### config.mk
export PLATFORM = sky130hd
export DESIGN_NAME = drift_diffusion_confidence_trial
export DESIGN_NICKNAME = d
export VERILOG_FILES = /design/src/hw/rtl/ddct_pkg.sv /design/src/hw/rtl/drift_diffusion_confidence_trial.sv
export SDC_FILE = /design/constraint.sdc
export NUM_CORES = 2
export LEC_CHECK = 0
export BUFFER_PORTS_ARGS = -buffer_cell sky130_fd_sc_hd__buf_2
export CAP_MARGIN = 20
export CORE_ASPECT_RATIO = 1.5
export CORE_MARGIN = 2
export CORE_UTILIZATION = 45
export CTS_CLUSTER_SIZE = 14
export DETAILED_ROUTE_END_ITERATION = 8
export PLACE_DENSITY_LB_ADDON = 0.1
export SYNTH_ARGS = -nofsm -noshare
export SYNTH_HDL_FRONTEND = slang
export SYNTH_SLANG_ARGS = --single-unit
export TNS_END_PERCENT = 10
### constraint.sdc
create_clock -name clk -period 18.16 [get_ports clk]
set_input_delay 0 -clock clk [delete_from_list [all_inputs] [get_ports clk]]
set_output_delay 0 -clock clk [all_outputs]
set_load 0.02 [all_outputs]
### src/hw/rtl/ddct_pkg.sv
// Package: constants, types and helpers for the drift-diffusion confidence trial block.
package ddct_pkg;

	localparam int MAX_STEPS = 16384;
	localparam int CNT_W     = $clog2(MAX_STEPS + 1);
	localparam int STEPS_W   = 15;
	localparam int NOISE_W   = 24;
	localparam int EV_W      = 32;
	localparam int WIDE_W    = 34;
	localparam int CMP_W     = 36;
	localparam int ADDR_W    = 5;
	localparam int IN_TDATA_W  = 24;
	localparam int OUT_TDATA_W = 40;

	typedef enum logic [2:0] {
		REG_BOUND_A         = 3'd0,
		REG_DRIFT_STEP      = 3'd1,
		REG_COLLAPSE_STEP   = 3'd2,
		REG_CONF_BOUND      = 3'd3,
		REG_POST_DRIFT_STEP = 3'd4,
		REG_CONF_UP_COLL    = 3'd5,
		REG_CONF_LO_COLL    = 3'd6,
		REG_CONF_START      = 3'd7
	} reg_idx_t;

	typedef enum logic [1:0] {
		PH_NEW  = 2'd0,
		PH_DEC  = 2'd1,
		PH_CONF = 2'd2
	} phase_t;

	typedef enum logic [1:0] {
		OUT_ERROR   = 2'd0,
		OUT_CORRECT = 2'd1,
		OUT_TIMEOUT = 2'd2
	} outcome_t;

	localparam logic [30:0] BOUND_A_RST   = 31'd65536;
	localparam logic [23:0] DRIFT_RST     = 24'd66;
	localparam logic [22:0] COLLAPSE_RST  = 23'd0;
	localparam logic [30:0] CONF_BOUND_RST = 31'd65536;
	localparam logic [23:0] POST_DRIFT_RST = 24'd66;
	localparam logic [30:0] CONF_START_RST = 31'd32768;

	function automatic logic signed [EV_W-1:0] sat32(input logic signed [WIDE_W-1:0] v);
		logic signed [WIDE_W-1:0] hi;
		logic signed [WIDE_W-1:0] lo;
		hi = WIDE_W'(34'sh0_7FFF_FFFF);
		lo = -hi - WIDE_W'(34'sd1);
		if (v > hi) begin
			sat32 = {1'b0, {(EV_W-1){1'b1}}};
		end else if (v < lo) begin
			sat32 = {1'b1, {(EV_W-1){1'b0}}};
		end else begin
			sat32 = v[EV_W-1:0];
		end
	endfunction

endpackage

### src/hw/rtl/drift_diffusion_confidence_trial.sv
// Top level: two-phase drift-diffusion trial with collapsing bounds and confidence rating.
//
//  channel   | dir | handshake               | payload
//  s_axis    | in  | s_tvalid / s_tready     | s_tdata[23:0] noise_step
//  m_axis    | out | m_tvalid / m_tready     | m_tdata: steps, outcome, conf steps, high, level
//  apb       | in  | psel, penable, pready   | paddr[4:2] register, pwdata / prdata
//
// One noise item per cycle while the output is not stalled: an input register feeds
// a single add-saturate-compare step, the trial result lands in a second register and
// the confidence levels are formed into the output register.
// Reset clears the trial state and loads the register defaults; no clearing pass.
// A stalled output holds the pipe; input is taken while any stage can still move.
module drift_diffusion_confidence_trial (
	input  logic        clk,
	input  logic        arst_n,
	input  logic        s_tvalid,
	output logic        s_tready,
	// [23:0] noise_step
	input  logic [ddct_pkg::IN_TDATA_W-1:0] s_tdata,
	output logic        m_tvalid,
	input  logic        m_tready,
	// [14:0] decision_steps, [16:15] outcome, [31:17] confidence_steps,
	// [32] confidence_high, [35:33] confidence_level, [39:36] zero
	output logic [ddct_pkg::OUT_TDATA_W-1:0] m_tdata,
	input  logic        psel,
	input  logic        penable,
	input  logic        pwrite,
	input  logic [ddct_pkg::ADDR_W-1:0] paddr,
	input  logic [31:0] pwdata,
	output logic [31:0] prdata,
	output logic        pready
);

	localparam int CW = ddct_pkg::CNT_W;
	localparam int WW = ddct_pkg::WIDE_W;
	localparam int EW = ddct_pkg::EV_W;
	localparam int KW = ddct_pkg::CMP_W;

	// configuration
	logic [30:0] bound_a_q, conf_bound_q, conf_start_q;
	logic [23:0] drift_step_q, post_drift_q;
	logic [22:0] collapse_q, conf_up_coll_q, conf_lo_coll_q;

	ddct_pkg::reg_idx_t cfg_idx;
	assign cfg_idx = ddct_pkg::reg_idx_t'(paddr[4:2]);
	assign pready  = 1'b1;

	always_ff @(posedge clk or negedge arst_n) begin
		if (!arst_n) begin
			bound_a_q      <= ddct_pkg::BOUND_A_RST;
			drift_step_q   <= ddct_pkg::DRIFT_RST;
			collapse_q     <= ddct_pkg::COLLAPSE_RST;
			conf_bound_q   <= ddct_pkg::CONF_BOUND_RST;
			post_drift_q   <= ddct_pkg::POST_DRIFT_RST;
			conf_up_coll_q <= ddct_pkg::COLLAPSE_RST;
			conf_lo_coll_q <= ddct_pkg::COLLAPSE_RST;
			conf_start_q   <= ddct_pkg::CONF_START_RST;
		end else if (psel && penable && pwrite) begin
			unique case (cfg_idx)
				ddct_pkg::REG_BOUND_A:         bound_a_q      <= pwdata[30:0];
				ddct_pkg::REG_DRIFT_STEP:      drift_step_q   <= pwdata[23:0];
				ddct_pkg::REG_COLLAPSE_STEP:   collapse_q     <= pwdata[22:0];
				ddct_pkg::REG_CONF_BOUND:      conf_bound_q   <= pwdata[30:0];
				ddct_pkg::REG_POST_DRIFT_STEP: post_drift_q   <= pwdata[23:0];
				ddct_pkg::REG_CONF_UP_COLL:    conf_up_coll_q <= pwdata[22:0];
				ddct_pkg::REG_CONF_LO_COLL:    conf_lo_coll_q <= pwdata[22:0];
				ddct_pkg::REG_CONF_START:      conf_start_q   <= pwdata[30:0];
				default: ;
			endcase
		end
	end

	always_comb begin
		unique case (cfg_idx)
			ddct_pkg::REG_BOUND_A:         prdata = {1'b0, bound_a_q};
			ddct_pkg::REG_DRIFT_STEP:      prdata = {8'd0, drift_step_q};
			ddct_pkg::REG_COLLAPSE_STEP:   prdata = {9'd0, collapse_q};
			ddct_pkg::REG_CONF_BOUND:      prdata = {1'b0, conf_bound_q};
			ddct_pkg::REG_POST_DRIFT_STEP: prdata = {8'd0, post_drift_q};
			ddct_pkg::REG_CONF_UP_COLL:    prdata = {9'd0, conf_up_coll_q};
			ddct_pkg::REG_CONF_LO_COLL:    prdata = {9'd0, conf_lo_coll_q};
			ddct_pkg::REG_CONF_START:      prdata = {1'b0, conf_start_q};
			default:                       prdata = 32'd0;
		endcase
	end

	// pipeline control
	logic        v_s1, v_s2;
	logic [23:0] noise_s1;
	logic        out_free, adv_s2, load_s2, adv_s1;

	assign out_free = !m_tvalid || m_tready;
	assign adv_s2   = v_s2 && out_free;
	assign load_s2  = !v_s2 || adv_s2;
	assign adv_s1   = v_s1 && load_s2;
	assign s_tready = !v_s1 || adv_s1;

	always_ff @(posedge clk or negedge arst_n) begin
		if (!arst_n) begin
			v_s1 <= 1'b0;
		end else if (s_tready) begin
			v_s1 <= s_tvalid;
		end
	end

	always_ff @(posedge clk) begin
		if (s_tready && s_tvalid) begin
			noise_s1 <= s_tdata;
		end
	end

	// trial state
	ddct_pkg::phase_t          phase_q, phase_nx;
	logic signed [EW-1:0]      ev_q, up_q, lo_q;
	logic [CW-1:0]             cnt_q;
	logic [CW-1:0]             held_ds_q;
	ddct_pkg::outcome_t        held_out_q;

	logic                      in_dec;
	logic signed [EW-1:0]      st_e, st_up, st_lo;
	logic [CW-1:0]             st_cnt, cnt1;
	logic signed [WW-1:0]      drift_w, noise_w, cu_w, cl_w;
	logic signed [EW-1:0]      sum_e, nu, nl;
	logic signed [EW-1:0]      cs_e, cb_e;
	logic                      tmo, dec_done, cs_in, conf_done, emit;
	ddct_pkg::outcome_t        res;

	always_comb begin
		in_dec = (phase_q != ddct_pkg::PH_CONF);
		if (phase_q == ddct_pkg::PH_DEC || phase_q == ddct_pkg::PH_CONF) begin
			st_e   = ev_q;
			st_up  = up_q;
			st_lo  = lo_q;
			st_cnt = cnt_q;
		end else begin
			st_e   = EW'({1'b0, bound_a_q[30:1]});
			st_up  = EW'({1'b0, bound_a_q});
			st_lo  = '0;
			st_cnt = '0;
		end
		noise_w = WW'($signed(noise_s1));
		if (in_dec) begin
			drift_w = WW'($signed(drift_step_q));
			cu_w    = WW'({1'b0, collapse_q});
			cl_w    = WW'({1'b0, collapse_q});
		end else begin
			drift_w = (held_out_q == ddct_pkg::OUT_ERROR) ? -WW'($signed(post_drift_q))
			                                               :  WW'($signed(post_drift_q));
			cu_w    = WW'({1'b0, conf_up_coll_q});
			cl_w    = WW'({1'b0, conf_lo_coll_q});
		end
		cnt1  = st_cnt + CW'(1);
		sum_e = ddct_pkg::sat32(WW'(st_e) + drift_w + noise_w);
		nu    = ddct_pkg::sat32(WW'(st_up) - cu_w);
		nl    = ddct_pkg::sat32(WW'(st_lo) + cl_w);
		tmo   = (cnt1 >= CW'(ddct_pkg::MAX_STEPS));

		if (sum_e >= nu) begin
			res = ddct_pkg::OUT_CORRECT;
		end else if (sum_e <= nl) begin
			res = ddct_pkg::OUT_ERROR;
		end else begin
			res = ddct_pkg::OUT_TIMEOUT;
		end
		dec_done  = (sum_e >= nu) || (sum_e <= nl) || tmo;

		cs_e      = EW'({1'b0, conf_start_q});
		cb_e      = EW'({1'b0, conf_bound_q});
		cs_in     = (cs_e < cb_e) && (cs_e > EW'(0));
		conf_done = tmo || !((sum_e < nu) && (sum_e > nl));
		emit      = in_dec ? (dec_done && !cs_in) : conf_done;
	end

	always_comb begin
		unique case (phase_q)
			ddct_pkg::PH_CONF: phase_nx = conf_done ? ddct_pkg::PH_NEW : ddct_pkg::PH_CONF;
			default: begin
				if (!dec_done) begin
					phase_nx = ddct_pkg::PH_DEC;
				end else begin
					phase_nx = cs_in ? ddct_pkg::PH_CONF : ddct_pkg::PH_NEW;
				end
			end
		endcase
	end

	always_ff @(posedge clk or negedge arst_n) begin
		if (!arst_n) begin
			phase_q    <= ddct_pkg::PH_NEW;
			ev_q       <= '0;
			up_q       <= '0;
			lo_q       <= '0;
			cnt_q      <= '0;
			held_ds_q  <= '0;
			held_out_q <= ddct_pkg::OUT_ERROR;
		end else if (adv_s1) begin
			phase_q <= phase_nx;
			if (in_dec && dec_done) begin
				held_ds_q  <= cnt1;
				held_out_q <= res;
				ev_q       <= cs_e;
				up_q       <= cb_e;
				lo_q       <= '0;
				cnt_q      <= '0;
			end else begin
				ev_q  <= sum_e;
				up_q  <= nu;
				lo_q  <= nl;
				cnt_q <= cnt1;
			end
		end
	end

	// trial result
	logic [ddct_pkg::STEPS_W-1:0] ds_s2, cs_s2;
	ddct_pkg::outcome_t           out_s2;
	logic signed [EW-1:0]         e_s2;
	logic [30:0]                  a2_s2;

	always_ff @(posedge clk or negedge arst_n) begin
		if (!arst_n) begin
			v_s2 <= 1'b0;
		end else if (load_s2) begin
			v_s2 <= adv_s1 && emit;
		end
	end

	always_ff @(posedge clk) begin
		if (load_s2 && adv_s1 && emit) begin
			a2_s2 <= conf_bound_q;
			if (in_dec) begin
				ds_s2  <= ddct_pkg::STEPS_W'(cnt1);
				out_s2 <= res;
				cs_s2  <= '0;
				e_s2   <= cs_e;
			end else begin
				ds_s2  <= ddct_pkg::STEPS_W'(held_ds_q);
				out_s2 <= held_out_q;
				cs_s2  <= ddct_pkg::STEPS_W'(cnt1);
				e_s2   <= sum_e;
			end
		end
	end

	// confidence rating
	logic signed [KW-1:0] e_x, six_e, two_e, a2_x;
	logic                 high_c;
	logic [2:0]           level_c;

	always_comb begin
		e_x     = KW'(e_s2);
		a2_x    = KW'({1'b0, a2_s2});
		six_e   = (e_x <<< 2) + (e_x <<< 1);
		two_e   = e_x <<< 1;
		high_c  = (two_e >= a2_x);
		level_c = 3'd6;
		for (int k = 5; k >= 1; k--) begin
			if (six_e < a2_x * KW'(k)) begin
				level_c = 3'(k);
			end
		end
	end

	always_ff @(posedge clk or negedge arst_n) begin
		if (!arst_n) begin
			m_tvalid <= 1'b0;
		end else if (out_free) begin
			m_tvalid <= adv_s2;
		end
	end

	always_ff @(posedge clk) begin
		if (adv_s2) begin
			m_tdata <= {4'd0, level_c, high_c, cs_s2, out_s2, ds_s2};
		end
	end

endmodule
### Word-level counts from Yosys, hierarchy flattened

Cells that the tools add are included.

| word-level totals | value |
|---|---|
| bits in registers | 498 |
| input port bits | 68 |

| operators by class | value |
|---|---|
| $add $sub $neg | 7 |
| multiply operators | 2 |
| $lt $le $gt $ge | 19 |
| equal/unequal tests | 10 |
| mux-type cells | 33 |
| reduce and logical (&&, ||, !) cells | 36 |

Operators with widths:

| operator | number |
|---|---|
| two-way mux 32 bit | 12 |
| case mux 32 bit (8 select lines) | 1 |
| greater-than comparator 34 x 32 -> 1 bit (second input constant) | 3 |
| less-than comparator 34 x 32 -> 1 bit (second input constant) | 3 |
| less-than comparator 35 x 34 -> 1 bit | 2 |
| two-way mux 34 bit | 2 |
| two-way mux 23 bit | 2 |
| two-way mux 15 bit | 3 |
| adder 34 x 33 -> 35 bit | 1 |
| less-than comparator 35 x 32 -> 1 bit | 1 |
| less-than comparator 35 x 33 -> 1 bit | 1 |
| less-than comparator 35 bit | 1 |
| adder 32 x 34 -> 34 bit | 1 |
| adder 34 x 24 -> 34 bit | 1 |
| multiplier 31 x 3 -> 34 bit (second input constant) | 1 |
| negator 24 -> 34 bit | 1 |
| adder 32 x 24 -> 33 bit | 1 |
| greater-or-equal comparator 33 x 32 -> 1 bit | 1 |
| multiplier 31 x 2 -> 33 bit (second input constant) | 1 |
| subtractor 32 x 24 -> 33 bit | 1 |
| greater-or-equal comparator 32 bit | 1 |
| greater-than comparator 32 bit | 1 |
| <= comparator 32 bit | 1 |
| less-than comparator 32 bit | 1 |
| other kinds (20) | 63 |

### Logic depth before layout (Yosys ltp)

| depth | value |
|---|---|
| word-level depth | 14 |
| depth in mapped cells | 45 |
| depth with buffers taken out | 39 |

### Worst setup path before layout

OpenSTA, ideal clock, no wires.

| timing path | value |
|---|---|
| path type | register to register |
| start point | reg phase_q[1] |
| end point | reg v_s2 |
| arrival time | 16427 ps |
| data required time | 18051 ps |
| path slack | 1623 ps |
| stages on the path, launching flop included | 43 |
| buffers on the path | 9 |
| clock period less this slack | 16537 ps |
| cells stage by stage | dfrtp_1 ha_1 clkbuf_1 clkbuf_1 clkbuf_1 buf_1 clkbuf_1 clkbuf_1 buf_1 mux2i_1 fa_1 inv_1 ha_1 inv_1 fa_1 nor2b_1 nor3_2 o21ai_0 [7 not listed] clkbuf_1 clkbuf_1 o21ai_0 ha_1 a21o_1 a21o_1 a21o_1 a21o_1 a21o_1 a21o_1 a21oi_1 nor4_1 nor4b_1 nand2_1 a31oi_4 nor3_1 a211oi_1 or2_2 |

| on the way | value |
|---|---|
| cells in the longest elaborated chain, start to end | 14 |
| elaborated cells between the ends (all ways) | 41 |

Ends and longest elaborated chain:

| what | RTL line | source |
|---|---|---|
| start, declared | drift_diffusion_confidence_trial.sv:113 | `ddct_pkg::phase_t phase_q, phase_nx;` |
| start signal, assigned | drift_diffusion_confidence_trial.sv:189 | `phase_q <= ddct_pkg::PH_NEW;` |
| start signal, assigned | drift_diffusion_confidence_trial.sv:197 | `phase_q <= phase_nx;` |
| == test 2 x 1 -> 1 bit or == test 2 bit (tied branches) | drift_diffusion_confidence_trial.sv:130 | `if (phase_q == ddct_pkg::PH_DEC \|\| phase_q == ddct_pkg::PH_CONF) begin` |
| logical OR 1 bit | drift_diffusion_confidence_trial.sv:130 |  |
| two-way mux 32 bit | drift_diffusion_confidence_trial.sv:130 |  |
| adder 32 x 34 -> 34 bit (*) | drift_diffusion_confidence_trial.sv:153 | `sum_e = ddct_pkg::sat32(WW'(st_e) + drift_w + noise_w);` |
| adder 34 x 24 -> 34 bit (*) | drift_diffusion_confidence_trial.sv:153 |  |
| less-than comparator 34 x 32 -> 1 bit | ddct_pkg.sv:52 | `end else if (v < lo) begin` |
| two-way mux 32 bit | ddct_pkg.sv:52 |  |
| two-way mux 32 bit (*) | ddct_pkg.sv:50 | `if (v > hi) begin` |
| via sum_e[31] | drift_diffusion_confidence_trial.sv:123 | `logic signed [EW-1:0] sum_e, nu, nl;` |
| less-than comparator 32 bit (tied with other cells) | drift_diffusion_confidence_trial.sv:170 | `conf_done = tmo \|\| !((sum_e < nu) && (sum_e > nl));` |
| logical AND 1 bit or logical OR 1 bit (tied branches) | drift_diffusion_confidence_trial.sv:170, drift_diffusion_confidence_trial.sv:165 |  |
| zero test 1 bit or logical OR 1 bit (tied branches) | drift_diffusion_confidence_trial.sv:170, drift_diffusion_confidence_trial.sv:165 |  |
| logical OR 1 bit or logical AND 1 bit (tied branches) | drift_diffusion_confidence_trial.sv:170, drift_diffusion_confidence_trial.sv:171 |  |
| two-way mux 1 bit (*) | drift_diffusion_confidence_trial.sv:171 | `emit = in_dec ? (dec_done && !cs_in) : conf_done;` |
| logical AND 1 bit (*) | drift_diffusion_confidence_trial.sv:224 | `v_s2 <= adv_s1 && emit;` |
| end signal, assigned | drift_diffusion_confidence_trial.sv:224 |  |
| end, declared | drift_diffusion_confidence_trial.sv:88 | `logic v_s1, v_s2;` |

Mark *: on every way through the listed nets, which the timed path passes. The rest lies on a longest branch.
A chain may end at the register's enable or synchronous reset.

### Final worst setup path

| timing path | value |
|---|---|
| start point | reg post_drift_q[7] |
| end point | reg ds_s2[4] (netlist name) (enable) |

| on the way | value |
|---|---|
| cells in the longest elaborated chain, start to end | 14 |
| elaborated cells between the ends (all ways) | 21 |

Ends and longest elaborated chain:

| what | RTL line | source |
|---|---|---|
| start, declared | drift_diffusion_confidence_trial.sv:41 | `logic [23:0] drift_step_q, post_drift_q;` |
| start signal, assigned | drift_diffusion_confidence_trial.sv:54 | `post_drift_q <= ddct_pkg::POST_DRIFT_RST;` |
| start signal, assigned | drift_diffusion_confidence_trial.sv:64 | `ddct_pkg::REG_POST_DRIFT_STEP: post_drift_q <= pwdata[23:0];` |
| negator 24 -> 34 bit | drift_diffusion_confidence_trial.sv:147 | `drift_w = (held_out_q == ddct_pkg::OUT_ERROR) ? -WW'($signed(post_drift_q))` |
| two-way mux 34 bit (*) | drift_diffusion_confidence_trial.sv:147 |  |
| two-way mux 34 bit (*) | drift_diffusion_confidence_trial.sv:142 | `if (in_dec) begin` |
| adder 32 x 34 -> 34 bit (*) | drift_diffusion_confidence_trial.sv:153 |  |
| adder 34 x 24 -> 34 bit (*) | drift_diffusion_confidence_trial.sv:153 |  |
| less-than comparator 34 x 32 -> 1 bit | ddct_pkg.sv:52 |  |
| two-way mux 32 bit | ddct_pkg.sv:52 |  |
| two-way mux 32 bit (*) | ddct_pkg.sv:50 |  |
| via sum_e[31] | drift_diffusion_confidence_trial.sv:123 |  |
| less-than comparator 32 bit (tied with other cells) | drift_diffusion_confidence_trial.sv:170 |  |
| logical AND 1 bit or logical OR 1 bit (tied branches) | drift_diffusion_confidence_trial.sv:170, drift_diffusion_confidence_trial.sv:165 |  |
| zero test 1 bit or logical OR 1 bit (tied branches) | drift_diffusion_confidence_trial.sv:170, drift_diffusion_confidence_trial.sv:165 |  |
| logical OR 1 bit or logical AND 1 bit (tied branches) | drift_diffusion_confidence_trial.sv:170, drift_diffusion_confidence_trial.sv:171 |  |
| two-way mux 1 bit (*) | drift_diffusion_confidence_trial.sv:171 |  |
| logical AND 1 bit (*) | drift_diffusion_confidence_trial.sv:229 | `if (load_s2 && adv_s1 && emit) begin` |
| end signal, assigned | drift_diffusion_confidence_trial.sv:232 | `ds_s2 <= ddct_pkg::STEPS_W'(cnt1);` |
| end signal, assigned | drift_diffusion_confidence_trial.sv:237 | `ds_s2 <= ddct_pkg::STEPS_W'(held_ds_q);` |
| end, declared | drift_diffusion_confidence_trial.sv:215 | `logic [ddct_pkg::STEPS_W-1:0] ds_s2, cs_s2;` |

Marked as above.

==> reports/results.tsv <==
stage	metric	value	unit
worst_setup_path	largest fanout on the critical path	56	
placed_design	Post-DP HPWL	102000	um
worst_setup_path	Critical Path Start Type	flop	
clock_tree	post_cts resized	0	
sta	Final Slew Violations	0	
route	Detail Route Antenna Nets	0	
global_route	antenna violations before repair	5	
clock_tree	Num CTS Buffers	52	
sta	worst-margin pin slew	1.13	ns
clock_tree	TritonCTS clock tree	yes	
route	drt pass-1 iters	6	
flow_run	max-cap violation count	0	
worst_setup_path	critical path's largest stage delay	0.89	ns
global_route	overall routing resource usage	0.299	
layout	Area Growth Syn to Fin	11.3	%
run_status	status	finished, final reports clean	
worst_setup_path	Crit Path Class	flop to flop	
logic_synthesis	Yosys reg bits	498	
worst_setup_path	CP endpoint kind	flop	
clock_tree	root buffer cell	clkbuf_16	
clock_tree	clk buf depth	3	
sta	Final Hold Violating Endpoints	0	
sta	Slew HR	0.246	
clock_tree	# Post-CTS Setup Buffers	0	
floorplan	Starting Density	0.453	
logic_synthesis	Synth cell types	98	
sta	Setup TNS	0	ns
logic_synthesis	cells after synthesis	4178	
logic_synthesis	Synth Flop Type	dfrtp_1	
placed_design	pre-CTS setup slack	6.01	ns
worst_setup_path	crit path max-delay cell type	o21ai_0	
worst_setup_path	critical path arrival	12.62	ns
logic_synthesis	syn avg cell area	9.47	um^2
route	detailed-route via count	33300	
sta	final setup fails	0	
placed_design	number of port buffers	133	
logic_synthesis	Post-Syn Area	39600	um^2
logic_synthesis	Yosys warning count	0	
clock_tree	Reg clk slew, reported paths	0.06	ns
layout	Layout Utilization	0.504	
floorplan	row count	133	
route	DR DRC count	0	
sta	RSZ-0062 raised after global routing	false	
global_route	first-pass GRT wire length	204000	um
worst_hold_path	class of the worst hold path	primary input to flop	
route	DR vias/cell	6.05	
placed_design	dpl cells	5350	
route	routed len/inst	24.5	um
logic_synthesis	number of flops mapped to enable cells by yosys	155	
route	Starting DRT DRC Count	2682	
logic_synthesis	Seq/Total Area, Yosys	0.335	
sta	fmax	0.0810	GHz
layout	Layout Nets	4904	
clock_tree	hold buffers post-CTS	61	
floorplan	Top Ports	143	
global_route	largest net degree at the start of global routing	113	
floorplan	Die X	246	um
global_route	vias in the first global route	33200	
floorplan	chip height	367	um
sta	setup ws final	5.82	ns
floorplan	Core ar.	87400	um^2
logic_synthesis	Synth async-reset ratio	0.689	
clock_tree	Skew-Pair Late Insertion Delay	0.66	ns
route	final WL	135000	um
placed_design	GP Congestion	0.962	
worst_setup_path	Req. time, crit path	18.44	ns
clock_tree	H-tree lvl count	2	
floorplan	Die ar.	90300	um^2
clock_tree	Sink Count	498	
layout	share of layout cells above drive strength 1	0.132	
sta	fin crit period	12.34	ns
sta	clock skew	0.0339	ns
sta	Final period util	0.680	
worst_setup_path	CP dominant cell by count	a21o_1	
layout	Finished Layout Cells	5512	
global_route	total grt overflow	0	
==> worst max-delay path: cells and delay by family (launching register included) <==
kind | cells | cell delay, ns
AO/OA/AOI/OAI | 20 | 4.81
AND/OR/NAND/NOR | 10 | 3.12
buffers and inverters | 4 | 1.68
adder cells (fa/ha/maj) | 3 | 1.27
XOR/XNOR | 1 | 0.51
flip-flops | 1 | 0.44
==> worst paths after layout <==
| check | startpoint | end | slack [ns] | depth (start not counted) |
|---|---|---|---|---|
| max reg2reg | post_drift_q[7] | ds_s2[4] | 5.82 | 38 |
| min in group asynchronous | arst_n | collapse_q[10] | 0.43 | 3 |
| min | s_tdata[12] | noise_s1[12] | 0.06 | 2 |
| max in group asynchronous | arst_n | lo_q[27] | 16.29 | 4 |
| max | post_drift_q[7] | ds_s2[4] | 5.82 | 38 |
| min reg2reg | ds_s2[4] | m_tdata[4] | 0.42 | 0 |
==> area by class of cell <==
class                      instances  area, um^2
timing repair buffer             251        1740
sequential                       498       13200
multi-input combinational       3269       24800
antenna                            4        10.0
fill                            8219       43300
tap                             1147        1440
clock inverter                    29         440
inverter                         246         923
clock buffer                      68        1410
==> sequential cells by signal (all words and copies together) (netlist names), 31 cells and up <==
name and count:
a2_s2 31, lo_q 32, conf_start_q 31, bound_a_q 31, e_s2 32, m_tdata 36
ev_q 32, conf_bound_q 31, up_q 32
==> through the flow <==
| step | instance area, um^2 | hold WS, ns |
|---|---|---|
| floorplan | 39600 | -0.296 |
| global placement | 41500 | 0.0818 |
| detailed placement | 41500 | 0.0778 |
| CTS | 44000 | 0.0248 |
| global route | 44000 | 0.0542 |
| finish | 44000 | 0.0578 |
==> kinds of logic after synthesis <==
| logic type | count (synthesis) | synth area share |
|---|---|---|
| compound gates | 1234 | 0.200 |
| simple gates | 1030 | 0.123 |
| fa+ha+maj | 518 | 0.171 |
| flops | 498 | 0.335 |
| buf+inv | 415 | 0.0406 |
| mux | 287 | 0.0872 |
| xor+xnor | 194 | 0.0431 |
| other cells | 2 | 0.000190 |
==> cell usage after synthesis, drive strengths merged (15+ instances only) <==
master | number | area (um^2)
o31ai | 39 | 307
o21bai | 35 | 267
xnor2 | 108 | 946
ha | 479 | 5990
a211oi | 37 | 295
a22o | 15 | 131
clkbuf | 129 | 485
a21oi | 252 | 1260
a22oi | 52 | 390
and3 | 19 | 119
o21a | 39 | 293
nor3 | 53 | 292
edfxtp | 155 | 4650
o211ai | 25 | 220
or3 | 19 | 119
buf | 40 | 195
mux2i | 50 | 500
nor4 | 22 | 138
nor2b | 66 | 413
mux4 | 25 | 563
mux2 | 212 | 2390
xor2 | 86 | 761
fa | 39 | 781
and2 | 21 | 131
a31oi | 61 | 403
nand3 | 42 | 210
or2 | 20 | 125
nand2 | 364 | 1370
nand2b | 54 | 338
nor2 | 266 | 1000
a21o | 174 | 1310
inv | 245 | 920
nand4 | 56 | 350
o21ai | 384 | 1930
dfrtp | 336 | 8410
==> placed cells by master (no fill, tap or decap), drive strengths merged, types with 37 or more instances in the layout <==
cell,n
fa,39
nor2,266
nand2b,54
mux2i,50
xor2,86
mux2,212
nand3,42
inv,249
o21ai,384
xnor2,108
a22oi,52
ha,479
nand4,56
a31oi,61
edfxtp,155
o31ai,39
a21oi,252
clkbuf,68
buf,191
dfrtp,336
nor3,53
a21o,174
nor2b,66
nand2,364
dlygate4sd3,60
o21a,39
a211oi,37
==> per-layer routing <==
| metal | vias up | share of wire | track usage | wire length (um) |
|---|---|---|---|---|
| li1 | 15600 | - | - | - |
| met1 | 16400 | 0.41 | 0.372 | 54800 |
| met2 | 1049 | 0.48 | 0.501 | 64700 |
| met3 | 305 | 0.049 | 0.0308 | 6620 |
| met4 | 4 | 0.067 | 0.173 | 9010 |
| met5 | - | 0.00021 | 0 | 28 |
Power is not shown: default switching activity piles up to over one toggle a cycle in this logic, so the estimate is an artifact.
